`src/hdl/kdt_ram.sv`:
```
// ----------------------------------------------------------------------------
// kdt_ram
// Generic single write port, single read port RAM with registered read data.
// ----------------------------------------------------------------------------
module kdt_ram #(
  parameter int unsigned WIDTH = 8,
  parameter int unsigned DEPTH = 16
) (
  input  logic                     clk_i,
  input  logic                     we_i,
  input  logic [$clog2(DEPTH)-1:0] waddr_i,
  input  logic [WIDTH-1:0]         wdata_i,
  input  logic                     re_i,
  input  logic [$clog2(DEPTH)-1:0] raddr_i,
  output logic [WIDTH-1:0]         rdata_o
);

  logic [WIDTH-1:0] mem_q [DEPTH];
  logic [WIDTH-1:0] rdata_q;

  always_ff @(posedge clk_i) begin
    if (we_i) begin
      mem_q[waddr_i] <= wdata_i;
    end
    if (re_i) begin
      rdata_q <= mem_q[raddr_i];
    end
  end

  assign rdata_o = rdata_q;

endmodule

```
`config.mk`:
```
export PLATFORM = sky130hd
export DESIGN_NAME = kdt_ram
export DESIGN_NICKNAME = d
export VERILOG_FILES = /design/src/hdl/kdt_ram.sv
export SDC_FILE = /design/constraint.sdc
export NUM_CORES = 1
export LEC_CHECK = 0
export BUFFER_PORTS_ARGS = -buffer_cell sky130_fd_sc_hd__buf_2
export CAP_MARGIN = 20
export CORE_UTILIZATION = 65
export DETAILED_ROUTE_END_ITERATION = 7
export PLACE_DENSITY = 0.95
export SYNTH_ARGS = -nofsm -noshare
export SYNTH_HDL_FRONTEND = slang
export SYNTH_SLANG_ARGS = --single-unit
```
`constraint.sdc`:
```
create_clock -name clk_i -period 4.2 [get_ports clk_i]
set_input_delay 0.21 -clock clk_i [delete_from_list [all_inputs] [get_ports clk_i]]
set_output_delay 0.21 -clock clk_i [all_outputs]
set_load 0.1 [all_outputs]
```
# Word-level counts from Yosys, hierarchy flattened
# Memory sizes are Yosys's and may differ from the RTL's. A register that Yosys moved wholly into a read port is not among the register bits.
# Index checks and enable logic that the tools add are counted.
dict set report totals {
  regBits 0
  mem_bits_rw 128
  in_bits 19
  out_inout_bits 8
  elab_cells 3
  n_memories 1
}
dict set report classes {
  mux 2
}
# name words width read_ports rd_clocked_by_memory_dff wr line
set memory_table {}
lappend memory_table {mem_q 16 8 1 1 1 18} ;# logic [WIDTH-1:0] mem_q [DEPTH];
# operator n
set ops {}
lappend ops {{1-bit two-way mux} 2}

# Depth between registers and ports, before layout
dict set report logic_depth {
  depth_word 2
  depth_mapped 5
  mapped_depth_nobuf 3
}

# Worst setup path before layout
# No wires, ideal clock.
dict set report synth_path {
  kind {input-to-reg}
  from {input waddr_i[2]}
  to {memory mem_q[0][0] (enable)}
  setup_ps 383
  arrival_time_ps 1320
  required_ps 3817
  slack_ps 2497
  path_stages 2
  path_buffers 0
  path_cell_list {or3b_2 nor3_1}
}
# item line
set synth_lines {}
lappend synth_lines {{start: declaration} 11} ;# input logic [$clog2(DEPTH)-1:0] waddr_i,
lappend synth_lines {{end: declaration} 18}
# Straight into the memory's write port.

==> out/summary.json <==
{
  "outcome": {"value": "finished clean"},
  "crit_type": {"value": "in -> reg"},
  "placementRows": {"value": 32},
  "fin_setup_tns": {"value": 0, "unit": "ps"},
  "reg2reg_setup_slack": {"value": 2550, "unit": "ps"},
  "viasPerCell": {"value": 6.60},
  "netlist_instances": {"value": 229},
  "power-per-cell-area": {"value": 552, "unit": "nW/um^2"},
  "grt_pass1_wl": {"value": 16600, "unit": "microns"},
  "synth_top_cell_by_area": {"value": "sky130_fd_sc_hd__edfxtp_1"},
  "cts_tree": {"value": "done"},
  "cts.path.max_buffers": {"value": 2},
  "crit_fanout": {"value": 32},
  "finalSetupViolCount": {"value": 0},
  "clock_insertion_delay_worst_skew": {"value": 520, "unit": "ps"},
  "transition_at_the_pin_with_the_smallest_max_transition_slack": {"value": 1110, "unit": "ps"},
  "worst_ir_drop_vdd": {"value": 0.000432, "unit": "V"},
  "final.fill_count": {"value": 382},
  "yosysUniqueCellTypes": {"value": 18},
  "power.share.switching": {"value": 0.207},
  "detailroute.via_count": {"value": 2520},
  "p_sw": {"value": 0.692, "unit": "mW"},
  "cell_types_with_the_largest_area_share_after_synthesis": {"value": "sky130_fd_sc_hd__edfxtp_1 78%, sky130_fd_sc_hd__mux4_2 7.8%, sky130_fd_sc_hd__mux4_1 7.0%"},
  "cp.arrival": {"value": 2120, "unit": "ps"},
  "syn_to_final_growth": {"value": 16.1, "unit": "%"},
  "clock-skew-final": {"value": 7.17, "unit": "ps"},
  "grt_pass1_vias": {"value": 2750},
  "worst_path_max_delay_cell": {"value": "sky130_fd_sc_hd__buf_2"},
  "regToRegEndpoint": {"value": "rdata_o[0]"},
  "drt-total-wl": {"value": 11000, "unit": "microns"},
  "cp_slowest_stage_delay": {"value": 780, "unit": "ps"},
  "dp.final_hpwl": {"value": 5950, "unit": "microns"},
  "netlist.area_leader.share": {"value": 0.781},
  "drtPass1Iterations": {"value": 5},
  "rr_startpoint": {"value": "mem_q[1][0]"},
  "cells_along_the_critical_path": {"value": "buf_2 > mux4_1 > a22oi_1 > nand2_1"},
  "post-route-min-period": {"value": 1850, "unit": "ps"},
  "register_bit_count_reported_by_yosys": {"value": 136},
  "grt_max_degree": {"value": 33},
  "clkTransAtPathRegs": {"value": 60, "unit": "ps"},
  "io_buffers": {"value": 26},
  "final.hold.worst_slack": {"value": 46.9, "unit": "ps"},
  "num_antenna_cells": {"value": 0},
  "achievable-frequency": {"value": 540, "unit": "MHz"},
  "drt_drc_violations_left": {"value": 0},
  "hold_crit_depth": {"value": 1},
  "place_inst": {"value": 350},
  "postCtsSetupRepairBufs": {"value": 0},
  "critical_path.startpoint": {"value": "raddr_i[0]"},
  "final_hold_violation_count": {"value": 0},
  "die_y": {"value": 91.7, "unit": "microns"},
  "floorplan.initialDensity": {"value": 0.673},
  "p_comb_frac": {"value": 0.055},
  "grt_overflow_total": {"value": 0},
  "hold_buffers": {"value": 0},
  "cts.repair.resized": {"value": 0},
  "final.period_utilization": {"value": 0.441},
  "yosysSeqAreaShare": {"value": 0.781},
  "grt_setup_unrepaired": {"value": "no"},
  "tritoncts.num_buffers": {"value": 17},
  "worst-path-stages": {"value": 4},
  "htreeDepth": {"value": 4},
  "design.final.nets": {"value": 287},
  "grt_antenna_before_repair": {"value": 0},
  "place_congestion": {"value": 0.765},
  "globalRouteTotalUtil": {"value": 0.300},
  "synth_fp_nets": {"value": 248},
  "worstPathBufferInverterCount": {"value": 1},
  "yosys_warnings": {"value": 0},
  "die_area": {"value": 8410, "unit": "sq um"},
  "critical_path.startpoint_type": {"value": "input port"},
  "syn-mean-instance-area": {"value": 22.8, "unit": "sq um"},
  "total_leakage_power": {"value": 2.04, "unit": "nW"},
  "io_pins": {"value": 27},
  "worst-r2r-cell-count": {"value": 3},
  "worst-endpoint-required": {"value": 4470, "unit": "ps"},
  "share_of_total_power_in_the_clock_network": {"value": 0.486},
  "post_route_cells_drive_above_1_share": {"value": 0.279},
  "placeableCoreArea": {"value": 7770, "unit": "sq um"},
  "die_x": {"value": 91.7, "unit": "microns"},
  "intPower": {"value": 2.66, "unit": "mW"},
  "slew_violations": {"value": 0},
  "critical_path.endpoint_type": {"value": "flop"},
  "normalized_max_slew_margin": {"value": 0.258},
  "drtIter0Drc": {"value": 278},
  "power_frac_seq": {"value": 0.459},
  "timing.hold.worst.class": {"value": "in -> reg"},
  "post_synth_instance_area": {"value": 5230, "unit": "sq um"},
  "wire_per_inst": {"value": 28.9, "unit": "microns"},
  "cap_viol_max_count": {"value": 0},
  "antenna_violating_nets_post_route": {"value": 0},
  "fin_total_pwr": {"value": 3.35, "unit": "mW"},
  "worst_setup_path_endpoint": {"value": "rdata_o[0]"},
  "critPathTopFamily": {"value": "buffers and inverters"},
  "clock-root-buffer": {"value": "sky130_fd_sc_hd__clkbuf_8"},
  "finalNonFillerCells": {"value": 382},
  "clock_sink_count": {"value": 136}
}
## sequential cells by signal, indices dropped and copies added (netlist names)
register  count
mem_q       128
rdata_o       8
## layer usage
| metal | track usage | part of all wire | vias up |
|---|---|---|---|
| li1 | - | - | 1058 |
| met5 | 0 | 0 | - |
| met2 | 0.461 | 0.49 | 153 |
| met1 | 0.404 | 0.40 | 1286 |
| met4 | 0.146 | 0.026 | 0 |
| met3 | 0.0837 | 0.078 | 23 |
## power groups by stage
stage | clock, mW | sequential [mW] | combinational, mW
after floorplan | 0 | 1.61 | 0.0772
after global placement | 0 | 1.56 | 0.172
after detailed placement | 0 | 1.57 | 0.179
after CTS | 1.63 | 1.54 | 0.183
after global routing | 1.69 | 1.54 | 0.192
final | 1.63 | 1.54 | 0.184
## stage by stage
stage,instance area (sq um),setup WS [ps],utilization
after floorplan,5230,2500,-
after global placement,5420,1900,0.698
after detailed placement,5420,1860,0.698
after CTS,6070,2350,0.781
after global routing,6070,2260,0.782
final,6070,2350,0.782
## worst min path at each step
| stage | start | slack [ps] | end |
|---|---|---|---|
| detailed placement | re_i | 580 | rdata_o[1] |
| global route | re_i | 30 | rdata_o[1] |
| CTS | re_i | 30 | rdata_o[0] |
| floorplan | wdata_i[0] | 310 | mem_q[0][0] |
| global placement | re_i | 580 | rdata_o[1] |
| finish | re_i | 50 | rdata_o[0] |
## final cells by class
type,count,area [sq um],share of cell area
clock inverters,14,230,0.0379
repair buffers,30,158,0.0260
multi-input cells,83,1060,0.174
well taps,102,128,0.0210
flip-flops and latches,136,4080,0.673
clock buffers,17,414,0.0682
## kinds of logic after synthesis
family,Yosys count,share of synthesized area
AO/OA/AOI/OAI,16,0.0230
multiplexers,32,0.148
flip-flops,136,0.781
buffers and inverters,10,0.0165
AND/OR/NAND/NOR,35,0.0314
## Yosys cell counts, drive strengths merged
| cell type | number |
|---|---|
| a22oi | 16 |
| mux4 | 32 |
| nand2b | 2 |
| edfxtp | 136 |
| and2 | 1 |
| nand2 | 9 |
| nand3 | 1 |
| nand3b | 2 |
| buf | 7 |
| nor3 | 4 |
| clkdlybuf4s25 | 3 |
| nor2 | 13 |
| and2b | 1 |
| or3b | 1 |
| nor2b | 1 |
## layout by cell type, fill, tap and decap left out
cell,instances
sky130_fd_sc_hd__a22oi_1,16
sky130_fd_sc_hd__and2_1,1
sky130_fd_sc_hd__and2b_1,1
sky130_fd_sc_hd__buf_2,27
sky130_fd_sc_hd__buf_4,3
sky130_fd_sc_hd__bufinv_16,6
sky130_fd_sc_hd__clkbuf_16,16
sky130_fd_sc_hd__clkbuf_8,1
sky130_fd_sc_hd__clkinv_1,2
sky130_fd_sc_hd__clkinv_2,2
sky130_fd_sc_hd__clkinv_4,2
sky130_fd_sc_hd__clkinvlp_4,2
sky130_fd_sc_hd__edfxtp_1,136
sky130_fd_sc_hd__mux4_1,14
sky130_fd_sc_hd__mux4_2,18
sky130_fd_sc_hd__nand2_1,9
sky130_fd_sc_hd__nand2b_1,2
sky130_fd_sc_hd__nand3_1,1
sky130_fd_sc_hd__nand3b_1,2
sky130_fd_sc_hd__nor2_1,13
sky130_fd_sc_hd__nor2b_1,1
sky130_fd_sc_hd__nor3_1,4
sky130_fd_sc_hd__or3b_2,1
Note: power is estimated with default switching activity, not from simulation.
